===== config.mk =====
export PLATFORM = sky130hd
export DESIGN_NAME = piecewise_linear_weight_calibration_unit_flat
export DESIGN_NICKNAME = d
export VERILOG_FILES = /design/src/rtl/pwlwc_pkg.sv /design/src/rtl/pwlwc_req_if.sv /design/src/rtl/pwlwc_rsp_if.sv /design/src/rtl/piecewise_linear_weight_calibration_unit.sv /design/src/flat_wrapper.sv
export SDC_FILE = /design/constraint.sdc
export NUM_CORES = 2
export LEC_CHECK = 0
export ABC_AREA = 1
export BUFFER_PORTS_ARGS = -buffer_cell sky130_fd_sc_hd__buf_4
export CAP_MARGIN = 10
export CORE_MARGIN = 1.5
export CORE_UTILIZATION = 58
export CTS_CLUSTER_SIZE = 30
export DETAILED_ROUTE_END_ITERATION = 10
export PLACE_DENSITY = 0.78
export SLEW_MARGIN = 20
export SYNTH_ARGS = -nofsm -noshare
export SYNTH_HDL_FRONTEND = slang
export SYNTH_SLANG_ARGS = --single-unit

===== constraint.sdc =====
create_clock -name clock -period 8.2 [get_ports clock]
set_input_delay 0 -clock clock [delete_from_list [all_inputs] [get_ports clock]]
set_output_delay 0 -clock clock [all_outputs]
set_load 0.05 [all_outputs]

===== src/rtl/pwlwc_pkg.sv =====
// Package with the widths, constants and curve tables of the weight calibration unit.
`timescale 1ns / 1ps

package pwlwc_pkg;

   localparam int NumPoints = 9;
   localparam int NumRegs   = 8;
   localparam int DataW     = 32;
   localparam int RawW      = 31;
   localparam int RegIdxW   = $clog2(NumRegs);
   localparam int CsrIdxW   = RegIdxW + 1;
   localparam int PtIdxW    = $clog2(NumPoints);
   localparam int SegW      = $clog2(NumPoints - 1);
   localparam int WeightW   = 14;
   localparam int NumW      = RawW + WeightW;
   localparam int RemW      = RawW + 1;
   localparam int DivCntW   = $clog2(NumW);
   localparam int StateW    = 3;

   function automatic logic [WeightW-1:0] point_weight(input logic [PtIdxW-1:0] idx);
      logic [WeightW-1:0] w;
      case (idx)
         4'd1:    w = WeightW'(218);
         4'd2:    w = WeightW'(268);
         4'd3:    w = WeightW'(418);
         4'd4:    w = WeightW'(718);
         4'd5:    w = WeightW'(1218);
         4'd6:    w = WeightW'(2218);
         4'd7:    w = WeightW'(5218);
         4'd8:    w = WeightW'(10218);
         default: w = '0;
      endcase
      return w;
   endfunction

   function automatic logic [RawW-1:0] raw_reset(input logic [RegIdxW-1:0] idx);
      logic [RawW-1:0] v;
      case (idx)
         3'd0:    v = RawW'(218);
         3'd1:    v = RawW'(268);
         3'd2:    v = RawW'(418);
         3'd3:    v = RawW'(718);
         3'd4:    v = RawW'(1218);
         3'd5:    v = RawW'(2218);
         3'd6:    v = RawW'(5218);
         3'd7:    v = RawW'(10218);
         default: v = '0;
      endcase
      return v;
   endfunction

endpackage


===== src/rtl/pwlwc_req_if.sv =====
// Request channel interface carrying the two raw readings.
`timescale 1ns / 1ps

interface pwlwc_req_if;
   import pwlwc_pkg::*;

   logic                    valid;
   logic                    ready;
   logic signed [DataW-1:0] current_raw;
   logic signed [DataW-1:0] zero_raw;

   modport source (output valid, output current_raw, output zero_raw, input ready);
   modport sink   (input valid, input current_raw, input zero_raw, output ready);
endinterface


===== src/rtl/pwlwc_rsp_if.sv =====
// Response channel interface carrying the gross and net weights.
`timescale 1ns / 1ps

interface pwlwc_rsp_if;
   import pwlwc_pkg::*;

   logic             valid;
   logic             ready;
   logic [DataW-1:0] gross_tenths;
   logic [DataW-1:0] net_tenths;

   modport source (output valid, output gross_tenths, output net_tenths, input ready);
   modport sink   (input valid, input gross_tenths, input net_tenths, output ready);
endinterface


===== src/rtl/piecewise_linear_weight_calibration_unit.sv =====
// Top level of the piecewise-linear weight calibration unit.
// The request channel carries a current and a session-zero raw reading, both signed and
// relative to the empty scale. Each reading is converted to tenths of grams on a nine-point
// curve whose raw breakpoints are written through the csr write port (index 0 to 7).
// The response channel returns the gross weight and the net weight, gross minus tare
// floored at zero. One transaction in gives exactly one transaction out.
// The two readings are converted one after the other by a single shared datapath: a serial
// search over the breakpoints, a multiply in the setup state and a restoring divider that
// retires one quotient bit per cycle. A reading at or below zero skips the search and the
// division. The block takes one transaction at a time and its ready is low while it works.
// A finished result sits in an output register, so the next request is taken while the
// receiver stalls; the block waits only if a second result is ready before the first has
// left. Reset is synchronous and active high: it returns the sequencer to idle, drops the
// response valid and loads the default breakpoints.
`timescale 1ns / 1ps

module piecewise_linear_weight_calibration_unit (
   input  logic                          clock,
   input  logic                          reset,
   pwlwc_req_if.sink                     req,
   pwlwc_rsp_if.source                   rsp,
   input  logic                          csr_wen,
   input  logic [pwlwc_pkg::CsrIdxW-1:0] csr_index,
   input  logic [pwlwc_pkg::RawW-1:0]    csr_wdata
);
   import pwlwc_pkg::*;

   localparam logic [StateW-1:0] ST_IDLE   = 3'd0;
   localparam logic [StateW-1:0] ST_START  = 3'd1;
   localparam logic [StateW-1:0] ST_SEARCH = 3'd2;
   localparam logic [StateW-1:0] ST_SETUP  = 3'd3;
   localparam logic [StateW-1:0] ST_DIV    = 3'd4;
   localparam logic [StateW-1:0] ST_FINISH = 3'd5;
   localparam logic [StateW-1:0] ST_OUTPUT = 3'd6;

   localparam logic [SegW-1:0] LastSeg = SegW'(NumPoints - 2);

   logic [StateW-1:0]  state_ff, state_in;
   logic               sel_ff, sel_in;
   logic [SegW-1:0]    seg_ff, seg_in;
   logic [DivCntW-1:0] cnt_ff, cnt_in;
   logic               rsp_valid_ff, rsp_valid_in;

   logic [DataW-1:0]   cur_ff, cur_in;
   logic [DataW-1:0]   zer_ff, zer_in;
   logic [RawW-1:0]    r_ff, r_in;
   logic [RawW-1:0]    lo_raw_ff, lo_raw_in;
   logic [RawW-1:0]    hi_raw_ff, hi_raw_in;
   logic [RawW-1:0]    span_ff, span_in;
   logic [NumW-1:0]    num_ff, num_in;
   logic [RemW-1:0]    rem_ff, rem_in;
   logic [DataW-1:0]   gross_ff, gross_in;
   logic [DataW-1:0]   tare_ff, tare_in;
   logic [DataW-1:0]   rsp_gross_ff, rsp_gross_in;
   logic [DataW-1:0]   rsp_net_ff, rsp_net_in;

   logic [RawW-1:0]    raw_ff [NumRegs];

   logic [DataW-1:0]   reading;
   logic [RawW-1:0]    cur_hi;
   logic [PtIdxW-1:0]  pt_lo;
   logic [PtIdxW-1:0]  pt_hi;
   logic [WeightW-1:0] w_lo;
   logic [WeightW-1:0] w_span;
   logic [DataW-1:0]   span_s;
   logic [RawW-1:0]    diff;
   logic [RemW-1:0]    trial;
   logic               trial_ge;
   logic [NumW:0]      sum;
   logic [DataW-1:0]   sat;
   logic               out_free;

   assign reading  = sel_ff ? zer_ff : cur_ff;
   assign cur_hi   = raw_ff[seg_ff];
   assign pt_lo    = PtIdxW'(seg_ff);
   assign pt_hi    = PtIdxW'(seg_ff) + PtIdxW'(1);
   assign w_lo     = point_weight(pt_lo);
   assign w_span   = point_weight(pt_hi) - point_weight(pt_lo);
   assign span_s   = {1'b0, hi_raw_ff} - {1'b0, lo_raw_ff};
   assign diff     = r_ff - lo_raw_ff;
   assign trial    = {rem_ff[RemW-2:0], num_ff[NumW-1]};
   assign trial_ge = trial >= {1'b0, span_ff};
   assign sum      = {1'b0, num_ff} + (NumW+1)'(w_lo);
   assign sat      = (|sum[NumW:DataW]) ? '1 : sum[DataW-1:0];
   assign out_free = !rsp_valid_ff || rsp.ready;

   assign req.ready        = (state_ff == ST_IDLE);
   assign rsp.valid        = rsp_valid_ff;
   assign rsp.gross_tenths = rsp_gross_ff;
   assign rsp.net_tenths   = rsp_net_ff;

   always_comb begin
      state_in     = state_ff;
      sel_in       = sel_ff;
      seg_in       = seg_ff;
      cnt_in       = cnt_ff;
      rsp_valid_in = rsp_valid_ff;
      cur_in       = cur_ff;
      zer_in       = zer_ff;
      r_in         = r_ff;
      lo_raw_in    = lo_raw_ff;
      hi_raw_in    = hi_raw_ff;
      span_in      = span_ff;
      num_in       = num_ff;
      rem_in       = rem_ff;
      gross_in     = gross_ff;
      tare_in      = tare_ff;
      rsp_gross_in = rsp_gross_ff;
      rsp_net_in   = rsp_net_ff;

      if (rsp_valid_ff && rsp.ready) begin
         rsp_valid_in = 1'b0;
      end

      case (state_ff)
         ST_IDLE: begin
            if (req.valid) begin
               cur_in   = req.current_raw;
               zer_in   = req.zero_raw;
               sel_in   = 1'b0;
               state_in = ST_START;
            end
         end
         ST_START: begin
            if (reading[DataW-1] || reading == '0) begin
               seg_in   = '0;
               num_in   = '0;
               state_in = ST_FINISH;
            end else begin
               r_in      = reading[RawW-1:0];
               seg_in    = '0;
               lo_raw_in = '0;
               state_in  = ST_SEARCH;
            end
         end
         ST_SEARCH: begin
            if (r_ff <= cur_hi || seg_ff == LastSeg) begin
               hi_raw_in = cur_hi;
               state_in  = ST_SETUP;
            end else begin
               lo_raw_in = cur_hi;
               seg_in    = seg_ff + SegW'(1);
            end
         end
         ST_SETUP: begin
            if (span_s[DataW-1] || span_s == '0) begin
               num_in   = '0;
               state_in = ST_FINISH;
            end else begin
               span_in  = span_s[RawW-1:0];
               num_in   = NumW'(diff) * NumW'(w_span) + NumW'(span_s[RawW-1:1]);
               rem_in   = '0;
               cnt_in   = '0;
               state_in = ST_DIV;
            end
         end
         ST_DIV: begin
            rem_in = trial_ge ? (trial - {1'b0, span_ff}) : trial;
            num_in = {num_ff[NumW-2:0], trial_ge};
            cnt_in = cnt_ff + DivCntW'(1);
            if (cnt_ff == DivCntW'(NumW - 1)) begin
               state_in = ST_FINISH;
            end
         end
         ST_FINISH: begin
            if (!sel_ff) begin
               gross_in = sat;
               sel_in   = 1'b1;
               state_in = ST_START;
            end else begin
               tare_in  = sat;
               state_in = ST_OUTPUT;
            end
         end
         ST_OUTPUT: begin
            if (out_free) begin
               rsp_gross_in = gross_ff;
               rsp_net_in   = (gross_ff > tare_ff) ? (gross_ff - tare_ff) : '0;
               rsp_valid_in = 1'b1;
               state_in     = ST_IDLE;
            end
         end
         default: begin
            state_in = ST_IDLE;
         end
      endcase
   end

   always_ff @(posedge clock) begin
      if (reset) begin
         state_ff     <= ST_IDLE;
         sel_ff       <= 1'b0;
         seg_ff       <= '0;
         cnt_ff       <= '0;
         rsp_valid_ff <= 1'b0;
      end else begin
         state_ff     <= state_in;
         sel_ff       <= sel_in;
         seg_ff       <= seg_in;
         cnt_ff       <= cnt_in;
         rsp_valid_ff <= rsp_valid_in;
      end
   end

   always_ff @(posedge clock) begin
      cur_ff       <= cur_in;
      zer_ff       <= zer_in;
      r_ff         <= r_in;
      lo_raw_ff    <= lo_raw_in;
      hi_raw_ff    <= hi_raw_in;
      span_ff      <= span_in;
      num_ff       <= num_in;
      rem_ff       <= rem_in;
      gross_ff     <= gross_in;
      tare_ff      <= tare_in;
      rsp_gross_ff <= rsp_gross_in;
      rsp_net_ff   <= rsp_net_in;
   end

   always_ff @(posedge clock) begin
      if (reset) begin
         for (int i = 0; i < NumRegs; i++) begin
            raw_ff[i] <= raw_reset(RegIdxW'(i));
         end
      end else if (csr_wen && csr_index < CsrIdxW'(NumRegs)) begin
         raw_ff[csr_index[RegIdxW-1:0]] <= csr_wdata;
      end
   end

`ifndef SYNTHESIS
   a_busy_after_accept: assert property (@(posedge clock) disable iff (reset)
      req.valid && req.ready |=> state_ff == ST_START)
      else $error("sequencer did not start after an accepted transaction");

   a_net_not_above_gross: assert property (@(posedge clock) disable iff (reset)
      rsp_valid_ff |-> rsp_net_ff <= rsp_gross_ff)
      else $error("net weight exceeds gross weight");

   a_search_in_range: assert property (@(posedge clock) disable iff (reset)
      state_ff == ST_SEARCH |-> seg_ff <= LastSeg)
      else $error("segment search ran past the last segment");

   a_rem_below_span: assert property (@(posedge clock) disable iff (reset)
      state_ff == ST_DIV |-> rem_ff < {1'b0, span_ff})
      else $error("divider remainder not below the span");

   a_div_count: assert property (@(posedge clock) disable iff (reset)
      state_ff == ST_DIV |-> cnt_ff <= DivCntW'(NumW - 1))
      else $error("divider step count out of range");
`endif

endmodule


===== src/flat_wrapper.sv =====
// flat-port wrapper written by rule: the top's interface ports become plain ports
module piecewise_linear_weight_calibration_unit_flat import pwlwc_pkg::*;
  (clock, reset, csr_wen, csr_index, csr_wdata, req_valid, req_current_raw, req_zero_raw, req_ready, rsp_valid, rsp_gross_tenths, rsp_net_tenths, rsp_ready);
  pwlwc_req_if req_i ();
  pwlwc_rsp_if rsp_i ();
  input  logic clock;
  input  logic reset;
  input  logic csr_wen;
  input  logic [pwlwc_pkg::CsrIdxW-1:0] csr_index;
  input  logic [pwlwc_pkg::RawW-1:0] csr_wdata;
  input wire logic [$bits(req_i.valid)-1:0] req_valid;
  input wire logic [$bits(req_i.current_raw)-1:0] req_current_raw;
  input wire logic [$bits(req_i.zero_raw)-1:0] req_zero_raw;
  output wire logic [$bits(req_i.ready)-1:0] req_ready;
  output wire logic [$bits(rsp_i.valid)-1:0] rsp_valid;
  output wire logic [$bits(rsp_i.gross_tenths)-1:0] rsp_gross_tenths;
  output wire logic [$bits(rsp_i.net_tenths)-1:0] rsp_net_tenths;
  input wire logic [$bits(rsp_i.ready)-1:0] rsp_ready;
  assign req_i.valid = req_valid;
  assign req_i.current_raw = req_current_raw;
  assign req_i.zero_raw = req_zero_raw;
  assign req_ready = req_i.ready;
  assign rsp_valid = rsp_i.valid;
  assign rsp_gross_tenths = rsp_i.gross_tenths;
  assign rsp_net_tenths = rsp_i.net_tenths;
  assign rsp_i.ready = rsp_ready;
  piecewise_linear_weight_calibration_unit u_core (.clock(clock), .reset(reset), .req(req_i), .rsp(rsp_i), .csr_wen(csr_wen), .csr_index(csr_index), .csr_wdata(csr_wdata));
endmodule

==> reports/qor.yml <==
yosys:
  ys_async_sr_fraction_pct: 0
  synth.area.top_cells: "edfxtp_1 (38%), fa_1 (14%), ha_1 (8.2%)"
  synth_compound_area_share_pct: 9.166
  syn_avg_cell_area_um2: 8.884
  yosysUniqueCellTypes: 66
  netlist_area_um2: 50480
  yosysTopAreaCellShare_pct: 38.07
  yosys_warnings: 0
  synth_common_cells: "nand2_1 (1062), inv_1 (973), nor2_1 (782)"
  synthAdderAreaFrac_pct: 22.12
  synth_mux_area_share_pct: 0.03966
  synth-xor-area-share_pct: 2.598
  ys_ff_latch: 669
  yosysMostFrequentCell: "nand2_1"
  yosysTopAreaCell: "edfxtp_1"
  seq_area_frac_synth_pct: 39.22
  synth_top_flop_cell: "edfxtp_1"
  synth_edf_count: 640
  syn_inst: 5682
  synth_top_family_by_area: "adder cells"
  syn_nets: 6468
  synth_simple_gate_area_share_pct: 18.19
setup_path:
  critPathArrivalTime_ps: 8570
  crit_path_start_kind: "flip-flop"
  reg2reg_slack_ps: 5
  critPathKind: "reg2reg"
  cp-end-kind: "flip-flop"
  crit_required_ps: 8580
  crit_path_top_delay_cell: "fa_1"
  slowest_delay_ps: 570
  crit_fanout: 4
  cp_common_cell: "fa_1"
die:
  die_w_um: 298.0
  pin_count: 170
  dieArea_um2: 88820
  initial_core_util_pct: 58.37
  core_um2: 86480
  die_h_um: 298.0
  row_count: 108
clock_network:
  worstSkewPairLatency_ps: 670
  clkSinkCount: 669
  cts_buffers: 73
  cts_tree: "yes"
  clockBufferDepth: 3
  cts-root-buf: "clkbuf_16"
  cts_htree_levels: 3
  clk_pin_slew_ps: 60
timing:
  fin_crit_ps: 8195
  post-route-period-util_pct: 99.94
  max_slew_margin_pct: 18.04
  skew_ps: 41.33
  final-hold-violation-count: 0
  max_freq_mhz: 122.0
  maxSlewViolCount: 0
  worst_pin_slew_ps: 1217
  grt_setup_unrepaired: "true"
  setup_viol: 0
drt:
  avgRoutedWirePerCell_um: 20.82
  drt_iter0_markers: 3904
  viasPerCell: 5.691
  firstDrtPassIters: 8
  ant_nets: 0
  vias: 41958
  wl_mm: 153.5
  drc: 0
global_routing:
  globalRouteOverflowTotal: 0
  antenna_found_initial: 1
  grt_pass1_wl_mm: 230.2
  grt_use_total_pct: 33.78
  grt_max_degree: 65
  grt_pass1_vias: 41713
place:
  gp_congestion: 0.9831
  place_hpwl_mm: 113.7
  numPortBuffers: 169
layout:
  final_util_pct: 68.90
  nFillCells: 6509
  area_growth_pct: 18.04
  nNetsFinal: 6943
  layout-drive-gt1-share_pct: 14.46
hold_path:
  hold_path.class: "in2reg"
job:
  maxCapViolCount: 0
outcome:
  outcome: "finished, final reports clean"
==> path summary, 6_finish.rpt <==
kind	endpoint	cells after the start	start
worst min register to register	u_core.rsp.gross_tenths[2]$_DFFE_PP_	0	u_core.gross_ff[2]$_DFFE_PP_
worst max register to register	u_core.num_ff[43]$_DFFE_PP_	43	u_core.seg_ff[0]$_SDFFE_PP0P_
worst max-delay path	u_core.num_ff[43]$_DFFE_PP_	43	u_core.seg_ff[0]$_SDFFE_PP0P_
worst min-delay path	u_core.cur_ff[26]$_DFFE_PP_	2	req_current_raw[26]
==> through the flow <==
step | worst slack (ps) | instance area (um^2) | cells | hold slack, ps | TNS, ps
2_1_floorplan | 4.285 | 50500 | 5682 | 98.87 | 0
3_3_place_gp | -7.850 | 54530 | 7099 | 179.0 | -7.850
3_5_place_dp | -147.1 | 54530 | 7099 | 179.4 | -685.0
4_1_cts | -24.85 | 58280 | 7345 | 43.38 | -78.34
5_1_grt | -365.5 | 59590 | 7372 | 54.99 | -4243
6_report | 5.207 | 59590 | 7373 | 66.15 | 0
==> sequential cells by signal, indices dropped and copies added, names as in the netlist, 32 cells and up, named ones only <==
name                     cells
u_core.num_ff               45
u_core.zer_ff               32
u_core.tare_ff              32
u_core.cur_ff               32
u_core.rsp.gross_tenths     32
u_core.gross_ff             32
u_core.rsp.net_tenths       32
u_core.raw_ff              248
==> kinds of logic after synthesis <==
kind of cell | after synthesis
muxes | 2
adders and majority gates | 682
AOI/OAI and AO/OA | 811
xor gates and xnor gates | 148
buffers and inverters | 1139
and+or+nand+nor | 2231
DFF | 669
==> cells in the final DEF (no fill, tap or decap), drive strengths merged, types with 11 or more instances in the layout <==
master,netlist,layout
a21oi,287,287
o21ai,333,333
fa,351,351
nand4,31,31
nor3,44,44
nor3b,11,11
dfxtp,29,29
nor2,793,793
inv,979,986
edfxtp,640,640
o211ai,14,14
o22ai,85,85
xnor2,57,57
or2,57,57
clkinv,20,45
a21o,15,15
xor2,91,91
nand3b,12,12
nor4,23,23
buf,28,431
nand2,1084,1084
ha,331,331
dlygate4sd3,0,106
a31oi,21,21
o21bai,15,15
clkbuf,112,92
nand3,170,170
==> layout make-up <==
| class | instances | area, um^2 | share of cell area [%] |
|---|---|---|---|
| Multi-Input combinational cell | 3874 | 27490 | 46.13 |
| Antenna cell | 2 | 5.005 | 0.008399 |
| Clock buffer | 90 | 1986 | 3.332 |
| Timing Repair Buffer | 539 | 4587 | 7.697 |
| Timing Repair inverter | 1 | 5.005 | 0.008399 |
| Inverter | 999 | 3761 | 6.312 |
| Sequential cell | 669 | 19810 | 33.24 |
| Tap cell | 1155 | 1445 | 2.425 |
| Clock inverter | 44 | 501.7 | 0.8420 |
==> worst max-delay path, delay by kind of cell (launching register included) <==
family	cells	cell delay (ps)
xor gates and xnor gates	2	430
and+or+nand+nor	10	730
AOI/OAI and AO/OA	11	1390
buffers and inverters	9	770
DFF	1	340
adders and majority gates	11	4260
==> what timing repair did <==
action	CTS	global route
resized for setup	41	241
endpoints found under the setup margin	14	32
cloned	0	3
setup buffers	6	24
hold buffers	106	0
endpoints found under the hold margin	323	0
pin swaps	7	66
==> per-layer routing <==
| layer | vias to the layer above | share of wire, % | track usage (%) |
|---|---|---|---|
| met5 | - | 0 | 0 |
| met4 | 0 | 6.8 | 19.29 |
| met3 | 534 | 9.1 | 6.337 |
| met2 | 2264 | 47 | 56.71 |
| met1 | 19807 | 37 | 40.92 |
| li1 | 19353 | - | - |
Power is left out: the tool's default activity adds up to more than one toggle a clock period on the data nets, which glitch-free logic cannot reach.
